--- config.mk ---
export PLATFORM = sky130hd
export DESIGN_NAME = esfl_ctrl
export DESIGN_NICKNAME = d
export VERILOG_FILES = /design/src/rtl/core/esfl_pkg.sv /design/src/rtl/core/esfl_ctrl.sv
export SDC_FILE = /design/constraint.sdc
export NUM_CORES = 1
export LEC_CHECK = 0
export BUFFER_PORTS_ARGS = -buffer_cell sky130_fd_sc_hd__buf_2
export CAP_MARGIN = 20
export CORE_AREA = 2 2 139 141
export CTS_BUF_LIST = sky130_fd_sc_hd__clkbuf_16
export DETAILED_ROUTE_END_ITERATION = 8
export DIE_AREA = 0 0 141 143
export PLACE_DENSITY = 0.52
export SYNTH_ARGS = -nofsm -noshare
export SYNTH_HDL_FRONTEND = slang
export SYNTH_SLANG_ARGS = --single-unit
export TNS_END_PERCENT = 100
--- constraint.sdc ---
create_clock -name aclk -period 3.9 [get_ports aclk]
set_input_delay 0.78 -clock aclk [delete_from_list [all_inputs] [get_ports aclk]]
set_output_delay 0.78 -clock aclk [all_outputs]
set_load 0.005 [all_outputs]
--- src/rtl/core/esfl_pkg.sv ---
// esfl_pkg: shared constants, codes and structs of the slot allocator
// no dependencies; used by esfl_store, esfl_ctrl and element_slot_free_list_core
`default_nettype none

package esfl_pkg;

    localparam int SLOTS  = 1024;
    localparam int SLOT_W = 10;
    localparam int KIND_W = 2;
    localparam int STAT_W = 2;

    typedef logic [SLOT_W-1:0] slot_t;

    localparam slot_t LAST_SLOT = slot_t'(SLOTS - 1);

    typedef enum logic [KIND_W-1:0] {
        KIND_ALLOC = 2'd0,
        KIND_FREE  = 2'd1,
        KIND_INIT  = 2'd2
    } kind_t;

    typedef enum logic [STAT_W-1:0] {
        STAT_OK       = 2'd0,
        STAT_FULL     = 2'd1,
        STAT_BAD_FREE = 2'd2
    } stat_t;

    typedef struct packed {
        logic  rd_en;
        slot_t rd_addr;
        logic  wr_en;
        slot_t wr_addr;
        slot_t wr_link;
        logic  wr_used;
    } mem_req_t;

    typedef struct packed {
        slot_t rd_link;
        logic  rd_used;
    } mem_rsp_t;

    typedef struct packed {
        logic  valid;
        slot_t granted;
        stat_t status;
        slot_t high;
    } result_t;

endpackage

`default_nettype wire

--- src/rtl/core/esfl_ctrl.sv ---
// esfl_ctrl: sequencer for allocate, free, high-mark walk and store rebuild
// depends on esfl_pkg; drives esfl_store through a request struct
`default_nettype none

module esfl_ctrl (
    input  wire logic                    aclk,
    input  wire logic                    aresetn,
    input  wire logic                    s_valid,
    output logic                         s_ready,
    input  wire logic [esfl_pkg::KIND_W-1:0] s_kind,
    input  wire esfl_pkg::slot_t         s_slot,
    input  wire esfl_pkg::slot_t         cfg_n,
    input  wire logic                    out_free,
    output esfl_pkg::result_t            res,
    output esfl_pkg::mem_req_t           req,
    input  wire esfl_pkg::mem_rsp_t      rsp
);

    typedef enum logic [4:0] {
        ST_IDLE     = 5'b00001,
        ST_EXEC     = 5'b00010,
        ST_WALK_RD  = 5'b00100,
        ST_WALK_CHK = 5'b01000,
        ST_SWEEP    = 5'b10000
    } state_t;

    state_t          state_reg,     state_next;
    esfl_pkg::kind_t kind_reg,      kind_next;
    esfl_pkg::slot_t slot_reg,      slot_next;
    esfl_pkg::slot_t free_head_reg, free_head_next;
    esfl_pkg::slot_t top_used_reg,  top_used_next;
    esfl_pkg::slot_t walk_reg,      walk_next;
    esfl_pkg::slot_t sweep_reg,     sweep_next;
    logic            init_mode_reg, init_mode_next;

    esfl_pkg::slot_t n_cap;
    esfl_pkg::slot_t init_head;
    logic            accept;

    always_comb begin
        if ({1'b0, cfg_n} > (esfl_pkg::SLOT_W + 1)'(esfl_pkg::SLOTS - 1)) begin
            n_cap = esfl_pkg::LAST_SLOT;
        end else begin
            n_cap = cfg_n;
        end
        init_head = (n_cap == esfl_pkg::LAST_SLOT) ? '0 : n_cap + 1'b1;
    end

    assign s_ready = (state_reg == ST_IDLE);
    assign accept  = s_valid && s_ready;

    always_comb begin
        state_next     = state_reg;
        kind_next      = kind_reg;
        slot_next      = slot_reg;
        free_head_next = free_head_reg;
        top_used_next  = top_used_reg;
        walk_next      = walk_reg;
        sweep_next     = sweep_reg;
        init_mode_next = init_mode_reg;

        req         = '0;
        res         = '0;
        res.status  = esfl_pkg::STAT_OK;
        res.high    = top_used_reg;

        unique case (state_reg)
            ST_IDLE: begin
                if (accept) begin
                    kind_next   = esfl_pkg::kind_t'(s_kind);
                    slot_next   = s_slot;
                    req.rd_en   = 1'b1;
                    req.rd_addr = (s_kind == esfl_pkg::KIND_FREE) ? s_slot : free_head_reg;
                    state_next  = ST_EXEC;
                end
            end
            ST_EXEC: begin
                if (out_free) begin
                    case (kind_reg)
                        esfl_pkg::KIND_ALLOC: begin
                            res.valid  = 1'b1;
                            state_next = ST_IDLE;
                            if (free_head_reg == '0) begin
                                res.status = esfl_pkg::STAT_FULL;
                            end else begin
                                req.wr_en      = 1'b1;
                                req.wr_addr    = free_head_reg;
                                req.wr_link    = '0;
                                req.wr_used    = 1'b1;
                                free_head_next = rsp.rd_link;
                                if (free_head_reg > top_used_reg) begin
                                    top_used_next = free_head_reg;
                                end
                                res.granted = free_head_reg;
                                res.high    = top_used_next;
                            end
                        end
                        esfl_pkg::KIND_FREE: begin
                            if (slot_reg == '0 || !rsp.rd_used) begin
                                res.valid  = 1'b1;
                                res.status = esfl_pkg::STAT_BAD_FREE;
                                state_next = ST_IDLE;
                            end else begin
                                req.wr_en      = 1'b1;
                                req.wr_addr    = slot_reg;
                                req.wr_link    = free_head_reg;
                                req.wr_used    = 1'b0;
                                free_head_next = slot_reg;
                                if (slot_reg == top_used_reg) begin
                                    walk_next  = slot_reg - 1'b1;
                                    state_next = ST_WALK_RD;
                                end else begin
                                    res.valid  = 1'b1;
                                    state_next = ST_IDLE;
                                end
                            end
                        end
                        esfl_pkg::KIND_INIT: begin
                            sweep_next     = '0;
                            init_mode_next = 1'b1;
                            state_next     = ST_SWEEP;
                        end
                        default: begin
                            res.valid  = 1'b1;
                            state_next = ST_IDLE;
                        end
                    endcase
                end
            end
            ST_WALK_RD: begin
                req.rd_en   = 1'b1;
                req.rd_addr = walk_reg;
                state_next  = ST_WALK_CHK;
            end
            ST_WALK_CHK: begin
                if (rsp.rd_used || walk_reg == '0) begin
                    if (out_free) begin
                        top_used_next = walk_reg;
                        res.valid     = 1'b1;
                        res.high      = walk_reg;
                        state_next    = ST_IDLE;
                    end
                end else begin
                    walk_next  = walk_reg - 1'b1;
                    state_next = ST_WALK_RD;
                end
            end
            ST_SWEEP: begin
                req.wr_en   = 1'b1;
                req.wr_addr = sweep_reg;
                req.wr_used = init_mode_reg && sweep_reg != '0 && sweep_reg <= n_cap;
                req.wr_link = (init_mode_reg && sweep_reg > n_cap
                               && sweep_reg != esfl_pkg::LAST_SLOT) ? sweep_reg + 1'b1 : '0;
                if (sweep_reg == esfl_pkg::LAST_SLOT) begin
                    if (!init_mode_reg) begin
                        state_next = ST_IDLE;
                    end else if (out_free) begin
                        free_head_next = init_head;
                        top_used_next  = n_cap;
                        init_mode_next = 1'b0;
                        res.valid      = 1'b1;
                        res.high       = n_cap;
                        state_next     = ST_IDLE;
                    end
                end else begin
                    sweep_next = sweep_reg + 1'b1;
                end
            end
            default: begin
                state_next = ST_IDLE;
            end
        endcase
    end

    always_ff @(posedge aclk) begin
        if (!aresetn) begin
            state_reg     <= ST_SWEEP;
            free_head_reg <= '0;
            top_used_reg  <= '0;
            sweep_reg     <= '0;
            init_mode_reg <= 1'b0;
        end else begin
            state_reg     <= state_next;
            free_head_reg <= free_head_next;
            top_used_reg  <= top_used_next;
            sweep_reg     <= sweep_next;
            init_mode_reg <= init_mode_next;
        end
    end

    always_ff @(posedge aclk) begin
        kind_reg <= kind_next;
        slot_reg <= slot_next;
        walk_reg <= walk_next;
    end

    // full is only reported with an empty chain
    a_full_empty: assert property (@(posedge aclk) disable iff (!aresetn)
        res.valid && res.status == esfl_pkg::STAT_FULL |-> free_head_reg == '0 && res.granted == '0)
        else $error("full reported with a nonempty free chain");

    // an accepted item always reaches the execute step in the following cycle
    a_accept_exec: assert property (@(posedge aclk) disable iff (!aresetn)
        accept |=> state_reg == ST_EXEC)
        else $error("accepted item not executed");

    // a granted slot does not lie above the high mark that follows the grant
    a_grant_mark: assert property (@(posedge aclk) disable iff (!aresetn)
        res.valid && res.granted != '0 |=> top_used_reg >= $past(res.granted))
        else $error("high mark below granted slot");

    // store is never read and written at the same entry in one cycle
    a_no_rw_clash: assert property (@(posedge aclk) disable iff (!aresetn)
        !(req.wr_en && req.rd_en && req.wr_addr == req.rd_addr))
        else $error("read and write to the same entry");

endmodule

`default_nettype wire

Word-level counts from Yosys, hierarchy flattened
Cells that the tools add are included.
Operators by class
  equality and inequality tests: 26
  $lt $le $gt $ge: 3
  add/sub/neg operators: 4
  reductions and logical operators: 23
  mux-type cells: 70
Operators by type and width (count)
  $mux 10: 28
  $pmux 22 s2: 2
  $pmux 10 s2: 4
  $mux 22: 3
  $pmux 10 s3: 2
  $mux 5: 7
  $logic_not 10->1: 3
  $pmux 5 s5: 1
  $mux 23: 1
  $pmux 11 s2: 1
  $add 10x1->10 const B: 2
  $eq 10x10->1 const B: 2
  $gt 10x10->1: 2
  $sub 10x1->10 const B: 2
  $ne 2x2->1 const B: 8
  $mux 1: 12
  $mux 12: 1
  $mux 11: 1
  $eq 10x10->1: 1
  $le 10x10->1: 1
  $ne 10x10->1 const B: 1
  $pmux 5 s2: 1
  $reduce_bool 10->1: 1
  $reduce_and 4->1: 2
  other kinds (25): 37
Storage, ports and cells
  register bits after elaboration: 58
  word-level logic and storage cells: 134
  output and inout bits: 57
  bits of input ports: 37

Depth between registers and ports, before layout
  depth in word-level cells: 6
  depth in mapped cells: 11
  depth with buffers taken out: 8

Worst setup path after synthesis
Ideal clock, no wire load.
  path kind: register -> output
  start: register top_used_reg[8]
  end: output port res[0] (netlist bit)
  setup slack: 0.847 ns
  buffers on the path: 1
  stages on the path, launching flop included: 10
  arrival time: 2.273 ns
  path through: dfxtp_1 > clkbuf_1 > inv_1 > ha_1 > nand3_1 > or3_1 > o21bai_1 > a31oi_2 > o311ai_4 > a221o_1
RTL lines
  start, declared: line esfl_ctrl.sv:31  | esfl_pkg::slot_t top_used_reg, top_used_next;
  start signal, assigned: line esfl_ctrl.sv:185  | top_used_reg <= top_used_next;
  end, declared: line esfl_ctrl.sv:14  | output esfl_pkg::result_t res,

==> results.json <==
{
  "synth-compound-area-share": 0.253,
  "yosys-top-cells-area": "dfxtp_1 13%, edfxtp_1 12%, nand2_1 5.6%",
  "ys_warn_count": 0,
  "design.core.area_mm2": 0.0186,
  "fillers": 1906,
  "root_buffer": "clkbuf_16",
  "yosysTopAreaCellShare": 0.131,
  "p_clk_frac": 0.354,
  "syn_inst": 709,
  "cap_violations": 0,
  "vias": 5946,
  "status": "finished clean",
  "seqPwrFrac": 0.316,
  "grt_pass1_vias": 5582,
  "final_common_cell": "buf_2",
  "grt_first_pass_wirelength_mm": 34.4,
  "setup_violations": 0,
  "worst_slew_pin_slew_ns": 0.984,
  "synth_ff_type": "dfxtp_1",
  "post-route-drc-count": 0,
  "die_w_um": 141,
  "relSlewSlack": 0.342,
  "port_buffers": 93,
  "arrival_ns": 2.96,
  "die_area_mm2": 0.0202,
  "r2r_end": "state_reg[2]",
  "fin_crit_sh": 0.959,
  "synth_area_mm2": 0.00549,
  "slew_violations": 0,
  "routedWlPerCell_um": 22.2,
  "end_kind": "output pin",
  "synth_edf_count": 22,
  "area_growth_pct": 20.3,
  "synth_top_family_by_area": "simple AND/OR/NAND/NOR gates",
  "final_antenna_net_count": 0,
  "cts_made_buffers": 9,
  "clock.fmax_mhz": 267,
  "grt_antenna_before_repair": 0,
  "synth_area_per_cell_um2": 7.75,
  "worstSetupPathType": "flip-flop to output pin",
  "whs_endpoint": "sweep_reg[7]",
  "p_sw_uw": 806,
  "hp-start": "sweep_reg[7]",
  "postCtsHoldBufs": 0,
  "grtUsageTotal": 0.227,
  "clkSinkCount": 58,
  "switching_share": 0.357,
  "drt-pass1-iter-count": 7,
  "routabilityCongestion": 0.914,
  "worstPathRequired_ns": 3.12,
  "timing.hold.ws_ns": 0.611,
  "ys_ff_latch": 58,
  "htreeDepth": 3,
  "viasPerCell": 5.77,
  "clk_pin_slew_ns": 0.05,
  "synth.distinct_cells": 83,
  "clock_path_buffers": 2,
  "rsz0062_at_grt": "false",
  "min_path_type": "flip-flop to flip-flop",
  "fin_worst_skew_ns": 0.00657,
  "rows": 50,
  "drtIter0Drc": 604,
  "min_path_cells": 1,
  "grt_max_degree": 34,
  "synthSimpleGateAreaFrac": 0.263,
  "startpoint_type": "flip-flop",
  "nets": 852,
  "die_h_um": 143,
  "synth-seq-area-share": 0.251,
  "synth_nets": 770,
  "initial_core_util": 0.296,
  "yosysTopAreaCell": "dfxtp_1",
  "internal_power_mw": 1.45,
  "worst-r2r-cell-count": 6,
  "finalHoldViolCount": 0,
  "ir_worst_vdd_v": 0.000242,
  "synth_xor_area_frac": 0.0542,
  "wl_mm": 22.9,
  "cp_max_fo": 10,
  "gr-total-overflow": 0,
  "worstSkewPairLatency_ns": 0.35,
  "num_io_pins": 94,
  "dp_hpwl_mm": 16.8,
  "r2r_slack_ns": 1.26,
  "diodes": 0,
  "period_needed_ns": 3.74,
  "r2r-start": "slot_reg[0]",
  "p_comb_frac": 0.331,
  "drive_gt1_frac": 0.227,
  "most-common-layout-cells": "93 x buf_2, 82 x nand2_1, 54 x nor2_1",
  "dp_slack_ns": 0.299,
  "synth-adder-area-share": 0.0547,
  "synth_mux_area_frac": 0.0531,
  "cts_tree": "yes",
  "tns_ns": 0,
  "fin_ws_ns": 0.161,
  "powerDensity_mw_per_mm2": 341,
  "total_leakage_power_nw": 2.80,
  "synth_async_sr_flop_share": 0
}
## logic make-up (layout without fill, tap and decap cells)
kind of cell / count (synthesis) / in the layout
flip-flops: 58 / 58
XOR/XNOR: 34 / 34
buffers and inverters: 96 / 183
adder cells (fa/ha/maj): 24 / 24
AO/OA/AOI/OAI: 194 / 194
multiplexers: 29 / 29
AND/OR/NAND/NOR: 274 / 274
## cell usage after synthesis, types with 3 or more instances
master and number:
dfxtp_1 36, and2_1 8, or3_1 11, xor2_1 10
nor2_1 54, buf_2 16, a22oi_1 13, nor4_1 4
xnor2_1 24, clkbuf_1 43, nor4_2 3, o31a_1 4
o22ai_1 3, a221oi_1 5, nand2b_1 5, and4_1 4
o21ai_1 14, o211ai_1 7, nand2_1 82, o211a_1 5
a21oi_1 24, o221ai_1 5, inv_1 27, edfxtp_1 22
o21a_1 3, ha_1 24, nand3_1 27, and3_1 15
mux2i_1 28, o31ai_1 3, a221o_1 11, o2111ai_1 3
a211oi_1 6, a41o_1 9, o21ai_0 45, a31oi_1 9
buf_1 5, nor2b_1 10, nand4_1 10, o32ai_1 5
nor3_1 16
## worst max path at each step
| stage | start | end | slack [ns] | cells after the start |
|---|---|---|---|---|
| floorplan | top_used_reg[8] | res[0] | 0.85 | 9 |
| global placement | cfg_n[4] | req[2] | 0.38 | 10 |
| finish | top_used_reg[9] | res[9] | 0.16 | 11 |
| global route | cfg_n[4] | req[2] | 0.07 | 10 |
| detailed placement | cfg_n[4] | req[2] | 0.30 | 10 |
| CTS | top_used_reg[9] | res[9] | 0.09 | 10 |
## area by class of cell
class,count,area (µm²),share of cell area
clock inverters,7,61.3,0.00928
clock buffers,9,225,0.0341
multi-input cells,555,3720,0.563
flip-flops and latches,58,1380,0.209
repair buffers,138,816,0.123
inverters,29,109,0.0165
well taps,234,293,0.0443
## timing repair
action                                  4_1_cts  5_1_grt
endpoints found under the setup margin        0       10
hold endpoints to repair                      0        0
resized for setup                             0        2
setup buffers                                 0        1
## critical path, cell delays in order, from the launching register on
cell and delay, ns:
dfxtp_2 0.39, inv_1 0.06, ha_1 0.30, nand3_1 0.10, or3_1 0.41, o21bai_1 0.18, a31oi_2 0.16, buf_4 0.19
o311ai_4 0.12, buf_12 0.16, a221o_1 0.39, buf_2 0.15
## per-layer routing
layer,share of wire,wire length [µm],global-route usage
met4,0.036,820,0.106
met2,0.44,10000,0.352
met1,0.45,10300,0.310
met3,0.077,1770,0.0369
met5,0,0,0
## power groups by stage
stage               registers, mW  clock network [mW]  logic [mW]
CTS                         0.710               0.811       0.726
floorplan                   0.698                   0       0.480
detailed placement          0.722                   0       0.722
global route                0.717               0.832       0.809
global placement            0.722                   0       0.726
finish                      0.713               0.797       0.745
## per-stage QoR
stage / instances / power [mW] / utilization / instance area, µm²
2_1_floorplan: 709 / 1.18 / - / 5490
3_3_place_gp: 1013 / 1.45 / 0.339 / 6300
3_5_place_dp: 1013 / 1.44 / 0.339 / 6300
4_1_cts: 1029 / 2.25 / 0.354 / 6590
5_1_grt: 1030 / 2.36 / 0.356 / 6610
6_report: 1030 / 2.26 / 0.356 / 6610
(Power assumes the default switching activity.)
